==> src/hdl/lcdst_pkg.sv <==
// ----------------------------------------------------------------------------
// lcdst_pkg
// Types and constants shared by the LCD scanline timing controller.
// ----------------------------------------------------------------------------
package lcdst_pkg;

  localparam int DOT_W     = 9;
  localparam int LINE_W    = 8;
  localparam int PIX_W     = 8;
  localparam int CFG_W     = 8;
  localparam int CFG_IDX_W = 2;
  localparam int IRQ_EN_W  = 4;

  localparam int DOTS_PER_LINE_DEF = 456;
  localparam int VISIBLE_LINES_DEF = 144;
  localparam int LAST_LINE_DEF     = 153;
  localparam int SCAN_DOTS_DEF     = 80;
  localparam int LINE_PIXELS_DEF   = 160;

  typedef enum logic [1:0] {
    MODE_LINE_GAP  = 2'd0,
    MODE_FRAME_GAP = 2'd1,
    MODE_SCAN      = 2'd2,
    MODE_PIXELS    = 2'd3
  } mode_t;

  localparam logic [CFG_IDX_W-1:0] REG_LCD_ENABLE   = 2'd0;
  localparam logic [CFG_IDX_W-1:0] REG_COMPARE_LINE = 2'd1;
  localparam logic [CFG_IDX_W-1:0] REG_IRQ_ENABLES  = 2'd2;

  localparam int IRQ_BIT_HBLANK  = 0;
  localparam int IRQ_BIT_VBLANK  = 1;
  localparam int IRQ_BIT_SCAN    = 2;
  localparam int IRQ_BIT_COMPARE = 3;

endpackage

==> src/hdl/lcd_scanline_timing.sv <==
// ----------------------------------------------------------------------------
// lcd_scanline_timing
// Dot, line and mode timing of an LCD controller with STAT, vblank and
// frame pulses. One dot tick per input transfer that has advance set.
//
//   channel  direction  handshake             payload
//   in       input      in_valid / in_ready    advance
//   out      output     out_valid / out_ready  mode line dot coincidence
//                                              stat_irq vblank_irq frame_done
//                                              pixel_valid pixel_x
//   cfg      input      cfg_write              cfg_index cfg_data
//
// One tick per cycle while in_ready is high.
// The timing state and the result register are updated together at the
// input transfer, so the path is one increment, a few compares and muxes.
// in_ready is high whenever the result register is empty or being taken.
// Reset clears the counters, flags, configuration and out_valid.
// ----------------------------------------------------------------------------
module lcd_scanline_timing #(
  parameter int DOTS_PER_LINE = lcdst_pkg::DOTS_PER_LINE_DEF,
  parameter int VISIBLE_LINES = lcdst_pkg::VISIBLE_LINES_DEF,
  parameter int LAST_LINE     = lcdst_pkg::LAST_LINE_DEF,
  parameter int SCAN_DOTS     = lcdst_pkg::SCAN_DOTS_DEF,
  parameter int LINE_PIXELS   = lcdst_pkg::LINE_PIXELS_DEF
) (
  input  logic                            clk,
  input  logic                            rst,
  input  logic                            cfg_write,
  input  logic [lcdst_pkg::CFG_IDX_W-1:0] cfg_index,
  input  logic [lcdst_pkg::CFG_W-1:0]     cfg_data,
  input  logic                            in_valid,
  output logic                            in_ready,
  input  logic                            advance,
  output logic                            out_valid,
  input  logic                            out_ready,
  output logic [1:0]                      mode,
  output logic [lcdst_pkg::LINE_W-1:0]    line,
  output logic [lcdst_pkg::DOT_W-1:0]     dot,
  output logic                            coincidence,
  output logic                            stat_irq,
  output logic                            vblank_irq,
  output logic                            frame_done,
  output logic                            pixel_valid,
  output logic [lcdst_pkg::PIX_W-1:0]     pixel_x
);
  import lcdst_pkg::*;

  localparam logic [DOT_W-1:0]  DPL_C  = DOT_W'(DOTS_PER_LINE);
  localparam logic [DOT_W-1:0]  SCAN_C = DOT_W'(SCAN_DOTS);
  localparam logic [LINE_W:0]   VIS_C  = (LINE_W+1)'(VISIBLE_LINES);
  localparam logic [LINE_W:0]   LAST_C = (LINE_W+1)'(LAST_LINE);
  localparam logic [PIX_W-1:0]  PIX_C  = PIX_W'(LINE_PIXELS);

  // configuration
  logic                lcd_enable;
  logic [LINE_W-1:0]   compare_line;
  logic [IRQ_EN_W-1:0] irq_enables;

  // timing state
  logic [DOT_W-1:0]  dot_counter, dot_counter_next;
  logic [LINE_W-1:0] line_counter, line_counter_next;
  logic [PIX_W-1:0]  pixel_counter, pixel_counter_next;
  mode_t             mode_reg, mode_reg_next;
  logic              coincidence_flag, coincidence_flag_next;
  logic              cleared_flag, cleared_flag_next;

  logic              stat_next, vbl_next, frame_next, pvalid_next;
  logic [PIX_W-1:0]  px_next;
  logic [DOT_W-1:0]  dot_inc;
  logic [LINE_W:0]   line_inc;
  mode_t             mode_sel;
  logic              in_xfer;

  assign in_ready = !out_valid || out_ready;
  assign in_xfer  = in_valid && in_ready;

  always_ff @(posedge clk) begin
    if (rst) begin
      lcd_enable   <= 1'b0;
      compare_line <= '0;
      irq_enables  <= '0;
    end else if (cfg_write) begin
      case (cfg_index)
        REG_LCD_ENABLE:   lcd_enable   <= cfg_data[0];
        REG_COMPARE_LINE: compare_line <= cfg_data[LINE_W-1:0];
        REG_IRQ_ENABLES:  irq_enables  <= cfg_data[IRQ_EN_W-1:0];
        default: ;
      endcase
    end
  end

  always_comb begin
    dot_counter_next      = dot_counter;
    line_counter_next     = line_counter;
    pixel_counter_next    = pixel_counter;
    mode_reg_next         = mode_reg;
    coincidence_flag_next = coincidence_flag;
    cleared_flag_next     = cleared_flag;
    stat_next             = 1'b0;
    vbl_next              = 1'b0;
    frame_next            = 1'b0;
    pvalid_next           = 1'b0;
    px_next               = '0;
    dot_inc               = dot_counter + DOT_W'(1);
    line_inc              = {1'b0, line_counter} + (LINE_W+1)'(1);
    mode_sel              = MODE_LINE_GAP;

    if (!lcd_enable) begin
      dot_counter_next   = '0;
      line_counter_next  = '0;
      pixel_counter_next = '0;
      mode_reg_next      = MODE_LINE_GAP;
      if (!cleared_flag) begin
        cleared_flag_next = 1'b1;
        frame_next        = 1'b1;
      end
    end else begin
      cleared_flag_next = 1'b0;
      if (advance) begin
        dot_counter_next = dot_inc;
        if ({1'b0, line_counter} >= VIS_C) begin
          mode_sel = MODE_FRAME_GAP;
        end else if (dot_inc <= SCAN_C) begin
          mode_sel = MODE_SCAN;
        end else if (pixel_counter < PIX_C) begin
          mode_sel           = MODE_PIXELS;
          pvalid_next        = 1'b1;
          px_next            = pixel_counter;
          pixel_counter_next = pixel_counter + PIX_W'(1);
        end else begin
          mode_sel = MODE_LINE_GAP;
        end

        if (mode_sel != mode_reg) begin
          mode_reg_next = mode_sel;
          case (mode_sel)
            MODE_LINE_GAP:  stat_next = irq_enables[IRQ_BIT_HBLANK];
            MODE_FRAME_GAP: stat_next = irq_enables[IRQ_BIT_VBLANK];
            MODE_SCAN:      stat_next = irq_enables[IRQ_BIT_SCAN];
            default:        stat_next = 1'b0;
          endcase
        end

        // line end
        if (dot_inc == DPL_C) begin
          dot_counter_next   = '0;
          pixel_counter_next = '0;
          if (line_inc == VIS_C) begin
            vbl_next   = 1'b1;
            frame_next = 1'b1;
          end
          line_counter_next = (line_inc > LAST_C) ? '0 : line_inc[LINE_W-1:0];
          if (line_counter_next == compare_line) begin
            coincidence_flag_next = 1'b1;
            if (irq_enables[IRQ_BIT_COMPARE]) begin
              stat_next = 1'b1;
            end
          end else begin
            coincidence_flag_next = 1'b0;
          end
        end
      end
    end
  end

  always_ff @(posedge clk) begin
    if (rst) begin
      dot_counter      <= '0;
      line_counter     <= '0;
      pixel_counter    <= '0;
      mode_reg         <= MODE_LINE_GAP;
      coincidence_flag <= 1'b0;
      cleared_flag     <= 1'b0;
      out_valid        <= 1'b0;
    end else begin
      if (in_xfer) begin
        dot_counter      <= dot_counter_next;
        line_counter     <= line_counter_next;
        pixel_counter    <= pixel_counter_next;
        mode_reg         <= mode_reg_next;
        coincidence_flag <= coincidence_flag_next;
        cleared_flag     <= cleared_flag_next;
        out_valid        <= 1'b1;
      end else if (out_ready) begin
        out_valid <= 1'b0;
      end
    end
  end

  always_ff @(posedge clk) begin
    if (in_xfer) begin
      mode        <= mode_reg_next;
      line        <= line_counter_next;
      dot         <= dot_counter_next;
      coincidence <= coincidence_flag_next;
      stat_irq    <= stat_next;
      vblank_irq  <= vbl_next;
      frame_done  <= frame_next;
      pixel_valid <= pvalid_next;
      pixel_x     <= px_next;
    end
  end

`ifndef ASSERT_OFF
  a_xfer_gives_result: assert property (@(posedge clk) disable iff (rst)
    in_xfer |=> out_valid)
    else $error("input transfer did not produce a result");

  a_pixel_in_draw: assert property (@(posedge clk) disable iff (rst)
    (out_valid && pixel_valid) |-> (mode == MODE_PIXELS))
    else $error("pixel slot outside draw mode");

  a_vblank_at_line_end: assert property (@(posedge clk) disable iff (rst)
    (out_valid && vblank_irq) |-> (frame_done && dot == '0))
    else $error("vblank pulse not at line end with frame pulse");

  a_dot_in_range: assert property (@(posedge clk) disable iff (rst)
    dot_counter < DPL_C)
    else $error("dot counter past line length");
`endif

endmodule

==> config.mk <==
export PLATFORM = sky130hd
export DESIGN_NAME = lcd_scanline_timing
export DESIGN_NICKNAME = d
export VERILOG_FILES = /design/src/hdl/lcdst_pkg.sv /design/src/hdl/lcd_scanline_timing.sv
export SDC_FILE = /design/constraint.sdc
export NUM_CORES = 1
export LEC_CHECK = 0
export ABC_CLOCK_PERIOD_IN_PS = 3290
export BUFFER_PORTS_ARGS = -buffer_cell sky130_fd_sc_hd__buf_2
export CAP_MARGIN = 20
export CELL_PAD_IN_SITES_DETAIL_PLACEMENT = 2
export CELL_PAD_IN_SITES_GLOBAL_PLACEMENT = 2
export CORE_UTILIZATION = 25
export DETAILED_ROUTE_END_ITERATION = 7
export PLACE_DENSITY_LB_ADDON = 0.12
export SLEW_MARGIN = 20
export SYNTH_ARGS = -nofsm -noshare
export SYNTH_HDL_FRONTEND = slang
export SYNTH_SLANG_ARGS = --single-unit
==> constraint.sdc <==
create_clock -name clk -period 3.29 [get_ports clk]
set_input_delay 0.1645 -clock clk [delete_from_list [all_inputs] [get_ports clk]]
set_output_delay 0.1645 -clock clk [all_outputs]
set_load 0.03 [all_outputs]
# --- After elaboration in Yosys (flattened, before gate mapping) ---
# Cells that the tools add are included.
word_totals:
  memories: 0
  mem_bits_rw: 0
  mem_bits_ro: 0
  elab_cells: 93
  input_bits: 16
  latchBits: 0
  register_bits: 75
  out_inout_bits: 34
op_classes:
  n_reduce_logical: 13
  div_mod_pow: 0
  addsub: 3
  n_mul: 0
  shift: 0
  n_eq_ne: 12
  n_bitwise: 3
  magnitude_cmp: 4
  n_mux: 39
op_table:
  columns: ["cell", "n"]
  rows:
  - ["8-bit two-way mux", 10]
  - ["9-bit two-way mux", 3]
  - ["1-bit two-way mux", 17]
  - ["2-bit two-way mux", 8]
  - ["8-bit by 1-bit adder with 9-bit output (second input constant)", 1]
  - ["9-bit by 1-bit adder with 9-bit output (second input constant)", 1]
  - ["9-bit by 8-bit equality test with 1-bit output (second input constant)", 1]
  - ["9-bit equality test (second input constant)", 1]
  - ["9-bit by 8-bit > comparator with 1-bit output (second input constant)", 1]
  - ["9-bit by 7-bit <= comparator with 1-bit output (second input constant)", 1]
  - ["8-bit by 1-bit adder with 8-bit output (second input constant)", 1]
  - ["8-bit equality test", 1]
  - ["8-bit >= comparator (second input constant)", 1]
  - ["8-bit less-than comparator (second input constant)", 1]
  - ["2-bit AND reduction", 4]
  - ["3-bit by 2-bit inequality test with 1-bit output (second input constant)", 2]
  - ["5-bit AND reduction", 1]
  - ["5-bit OR reduction", 1]
  - ["2-bit by 1-bit equality test with 1-bit output (second input constant)", 2]
  - ["2-bit equality test (second input constant)", 2]
  - ["2-bit logical NOT", 2]
  - ["4-bit OR reduction", 1]
  - ["3-bit by 1-bit inequality test with 1-bit output (second input constant)", 1]
  - ["1-bit NOT", 3]
  - ["other kinds (7)", 7]

# --- Logic depth before layout (Yosys ltp) ---
depth:
  ltp_word: 12
  ltp_mapped: 12
  depth_no_buf: 9

# --- Worst setup path after synthesis ---
# OpenSTA, ideal clock, no wires.
synth_path:
  kind: "flip-flop to flip-flop"
  startpoint: "register out_valid"
  endpoint: "register pixel_counter[7]"
  t_required_ns: 3.163
  n_path_buf: 0
  stages_incl_launch_ff: 8
  arrival_ns: 2.660
  path_slack_ns: 0.503
  period_less_slack_ns: 2.787
  setup_ns: 0.127
  path_cell_list: "dfxtp_1 nand2b_1 nand2_1 clkinv_1 o21ai_0 a31oi_2 a41oi_1 nor2_1"
synth_via:
  elab_chain_len: 4
synth_lines:
  columns: ["item", "line_no", "text"]
  rows:
  - ["start: declaration", "lcd_scanline_timing.sv:34", "output logic out_valid,"]
  - ["start signal: assignment", "lcd_scanline_timing.sv:174", "out_valid <= 1'b0;"]
  - ["start signal: assignment", "lcd_scanline_timing.sv:183", "out_valid <= 1'b1;"]
  - ["start signal: assignment", "lcd_scanline_timing.sv:185", "out_valid <= 1'b0;"]
  - ["1-bit logical NOT", "lcd_scanline_timing.sv:74", "assign in_ready = !out_valid || out_ready;"]
  - ["1-bit logical OR", "lcd_scanline_timing.sv:74", null]
  - ["via in_ready", "lcd_scanline_timing.sv:32", "output logic in_ready,"]
  - ["1-bit logical AND", "lcd_scanline_timing.sv:75", "assign in_xfer = in_valid && in_ready;"]
  - ["via in_xfer", "lcd_scanline_timing.sv:72", "logic in_xfer;"]
  - ["5-bit AND reduction (no line)", null, null]
  - ["end signal: assignment", "lcd_scanline_timing.sv:179", "pixel_counter <= pixel_counter_next;"]
  - ["end: declaration", "lcd_scanline_timing.sv:62", "logic [PIX_W-1:0] pixel_counter, pixel_counter_next;"]
# The timed path passes the listed nets, and every way through them passes these cells.
# A chain may end at the register's enable or synchronous reset.

# --- Worst setup path in the final report ---
layout_path:
  startpoint: "register line_counter[0]"
  endpoint: "register coincidence, data pin"
layout_via:
  elab_chain_len: 8
layout_lines:
  columns: ["item", "line_no", "text"]
  rows:
  - ["start: declaration", "lcd_scanline_timing.sv:61", "logic [LINE_W-1:0] line_counter, line_counter_next;"]
  - ["start signal: assignment", "lcd_scanline_timing.sv:178", "line_counter <= line_counter_next;"]
  - ["8-bit by 1-bit adder with 9-bit output *", "lcd_scanline_timing.sv:105", "line_inc = {1'b0, line_counter} + (LINE_W+1)'(1);"]
  - ["9-bit by 8-bit > comparator with 1-bit output", "lcd_scanline_timing.sv:152", "line_counter_next = (line_inc > LAST_C) ? '0 : line_inc[LINE_W-1:0];"]
  - ["8-bit two-way mux *", "lcd_scanline_timing.sv:152", null]
  - ["8-bit equality test *", "lcd_scanline_timing.sv:153", "if (line_counter_next == compare_line) begin"]
  - ["1-bit two-way mux *", "lcd_scanline_timing.sv:153", null]
  - ["1-bit two-way mux *", "lcd_scanline_timing.sv:145", "if (dot_inc == DPL_C) begin"]
  - ["1-bit two-way mux *", "lcd_scanline_timing.sv:119", "if (advance) begin"]
  - ["1-bit two-way mux *", "lcd_scanline_timing.sv:108", "if (!lcd_enable) begin"]
  - ["via coincidence_flag_next", "lcd_scanline_timing.sv:64", "logic coincidence_flag, coincidence_flag_next;"]
  - ["end signal: assignment", "lcd_scanline_timing.sv:195", "coincidence <= coincidence_flag_next;"]
  - ["end: declaration", "lcd_scanline_timing.sv:39", "output logic coincidence,"]
# The timed path passes the listed nets; every way through them passes the cells marked *.

==> run_results.csv <==
group,metric,value,unit
run_status,outcome,"finished clean",
sta,skew,0.0109,ns
sta,hold_viol_final,0,
worst_setup_path,cp_slowest_cell,"a311oi_2",
worst_hold_path,worstHoldStart,"cfg_data[7]",
route,viasPerCell,5.13,
route,totalWireLength,14600,um
synthesis,synth_area,0.00442,mm2
sta,fin_crit,2.97,ns
synthesis,ys_top_cells_by_area,"edfxtp_1, dfxtp_1, nor2_1, a21oi_1, nand2_1",
die,die_h,135,um
clock_tree,clockRootBuffer,"clkbuf_16",
synthesis,async_reset_ff_share,0,%
clock_tree,cts_tree,"yes",
sta,slew_headroom,43.9,%
global_routing,antenna_found_initial,0,
worst_setup_path,cp_cell_sequence,"ha_1 -> xor2_1 -> o21a_1 -> o22ai_1 -> a311oi_2 -> nor3_1 -> a2bb2oi_1 -> and3_1 -> mux2_2",
clock_tree,post_cts_buffers,0,
route,firstDrtPassIters,4,
synthesis,yosys.area.top_type_share,21.8,%
synthesis,avgSynthCellArea,9.09,um2
global_routing,track_usage,17.2,%
sta,setup-tns-final,0,ns
worst_setup_path,crit_type,"flop to flop",
clock_tree,clkLatencyLatePin,0.35,ns
finish,drive_above_1_share,20.8,%
worst_setup_path,critPathMaxStageDelay,0.52,ns
global_routing,grt_pass1_vias,4211,
die,fp.dieW,135,um
synthesis,synth_common_cells,"nor2_1, dfxtp_1, a21oi_1, nand2_1, edfxtp_1",
synthesis,post-synth-top-count-cell,"nor2_1",
pwr,powerDensity,399,mW/mm2
worst_setup_path,crit_start,"line_counter[0]",
global_routing,grt_max_degree,40,
synthesis,synth_cells,486,
clock_tree,cts.repair.resized,0,
global_routing,grt_pass1_wl,23500,um
worst_setup_path,cp.required,3.38,ns
route,drt-initial-drc-count,134,
placed_design,dp_hpwl,10700,um
route,wire_per_inst,18.8,um
finish,n_antenna_cell,0,
sta,rsz0062_at_grt,"false",
sta,worst_pin_slew,0.842,ns
sta,min_period_over_period,90.2,%
synthesis,ys.flop_type,"dfxtp_1",
clock_tree,clock_sinks,75,
finish,utilization,30.7,%
worst_setup_path,timing.rr.start,"line_counter[0]",
clock_tree,clkTransAtPathRegs,0.06,ns
pwr,power.leakage,2.00,nW
pwr,peakVddDrop,261,uV
sta,setup_viol,0,
worst_setup_path,cp.arrival,3.06,ns
route,ant_nets,0,
die,fp.dieArea,0.0182,mm2
synthesis,yosysWarnings,0,
worst_hold_path,min_path_type,"input port to flop",
worst_setup_path,end_kind,"flop",
global_routing,grt-ovfl-total,0,
clock_tree,hold_buffers,0,
synthesis,yosysTopAreaCell,"edfxtp_1",
finish,fin_nets,569,
synthesis,ys_seq_elements,75,
synthesis,synth.net_count,508,
die,ios,50,
die,core_region_area,0.0173,mm2
route,drc_errors,0,
sta,slew_viol_final,0,
finish,biggestRegsByFlops,"dot (9), dot_counter (9)",
synthesis,ys_seq_area_share,41.2,%
synthesis,yosys.cell_types.count,76,
clock_tree,htreeDepth,3,
synthesis,synth_edf_count,32,
sta,fmax,337,MHz
worst_setup_path,startpoint_type,"flop",
placed_design,portBuffers,49,
finish,area_growth,20.2,%
route,vias,3985,
run,maxCapViolations,0,
clock_tree,cts_buffers,9,
die,floorplan.initialDensity,25.5,%
placed_design,gp_congestion,0.782,
worst_setup_path,cp_max_fo,12,
die,row_count,48,
clock_tree,clock_path_buffers,2,
==> final timing paths <==
| check | to | slack [ns] | cells after the start |
|---|---|---|---|
| setup reg to reg | coincidence | 0.32 | 9 |
| hold reg to reg | coincidence_flag | 0.48 | 2 |
| setup / recovery | coincidence | 0.32 | 9 |
| hold / removal | compare_line[7] | 0.05 | 3 |
==> where the power goes <==
part,switching (mW),internal (mW)
clock,0.383,0.554
combinational,0.124,0.0480
sequential,0.0120,0.997
==> per-stage QoR <==
step           hold WS, ns  setup WS [ns]  power, mW  std cells  area, um2
2_1_floorplan        0.294          0.503       1.13        486       4420
3_3_place_gp         0.393          0.420       1.20        761       5040
3_5_place_dp         0.406          0.329       1.21        761       5040
4_1_cts             0.0468          0.299       2.15        777       5310
5_1_grt             0.0764         0.0908       2.20        777       5310
6_report            0.0543          0.322       2.12        777       5310
==> cell usage in the layout (no fill, tap or decap), types with 5 or more instances in the layout <==
cell type	n
a21o_1	6
a21oi_1	36
a22oi_1	8
a31oi_1	13
and3_1	17
buf_2	49
buf_4	34
clkbuf_16	9
dfxtp_1	43
edfxtp_1	32
ha_1	6
inv_1	8
mux2i_1	13
nand2_1	36
nand2b_1	8
nand3_1	10
nand3b_1	8
nand4_1	6
nor2_1	62
nor3_1	8
nor3b_1	5
o21ai_0	20
xnor2_1	11
xor2_1	10
==> metal layers <==
metal	GRT usage (%)	vias up	share of wire, %
li1	-	1917	-
met1	23.1	1988	49
met2	27.8	63	46
met3	2.97	17	3.3
met4	5.56	0	1.6
met5	0	-	0
==> critical path, delay by kind of cell (launching register included) <==
family | cells | cell delay [ns]
simple gates | 2 | 0.30
flops | 1 | 0.34
xor+xnor | 1 | 0.38
mux | 1 | 0.26
fa+ha+maj | 1 | 0.49
compound gates | 4 | 0.96
==> cell families after synthesis <==
| family | count (synthesis) | share of synthesized area [%] |
|---|---|---|
| multiplexers | 14 | 3.20 |
| adder cells (fa/ha/maj) | 6 | 1.70 |
| buffers and inverters | 44 | 4.98 |
| XOR/XNOR | 24 | 5.66 |
| AND/OR/NAND/NOR | 188 | 22.6 |
| AO/OA/AOI/OAI | 135 | 20.6 |
| flip-flops | 75 | 41.2 |
==> final cells by class <==
type                    instances  area, um2
clock inverters                 1       6.26
repair buffers                 84        520
clock buffers                  15        268
well taps                     225        282
multi-input cells             367       2380
flip-flops and latches         75       1820
fillers                      1999      12000
inverters                      10       37.5
(Power assumes the default switching activity.)
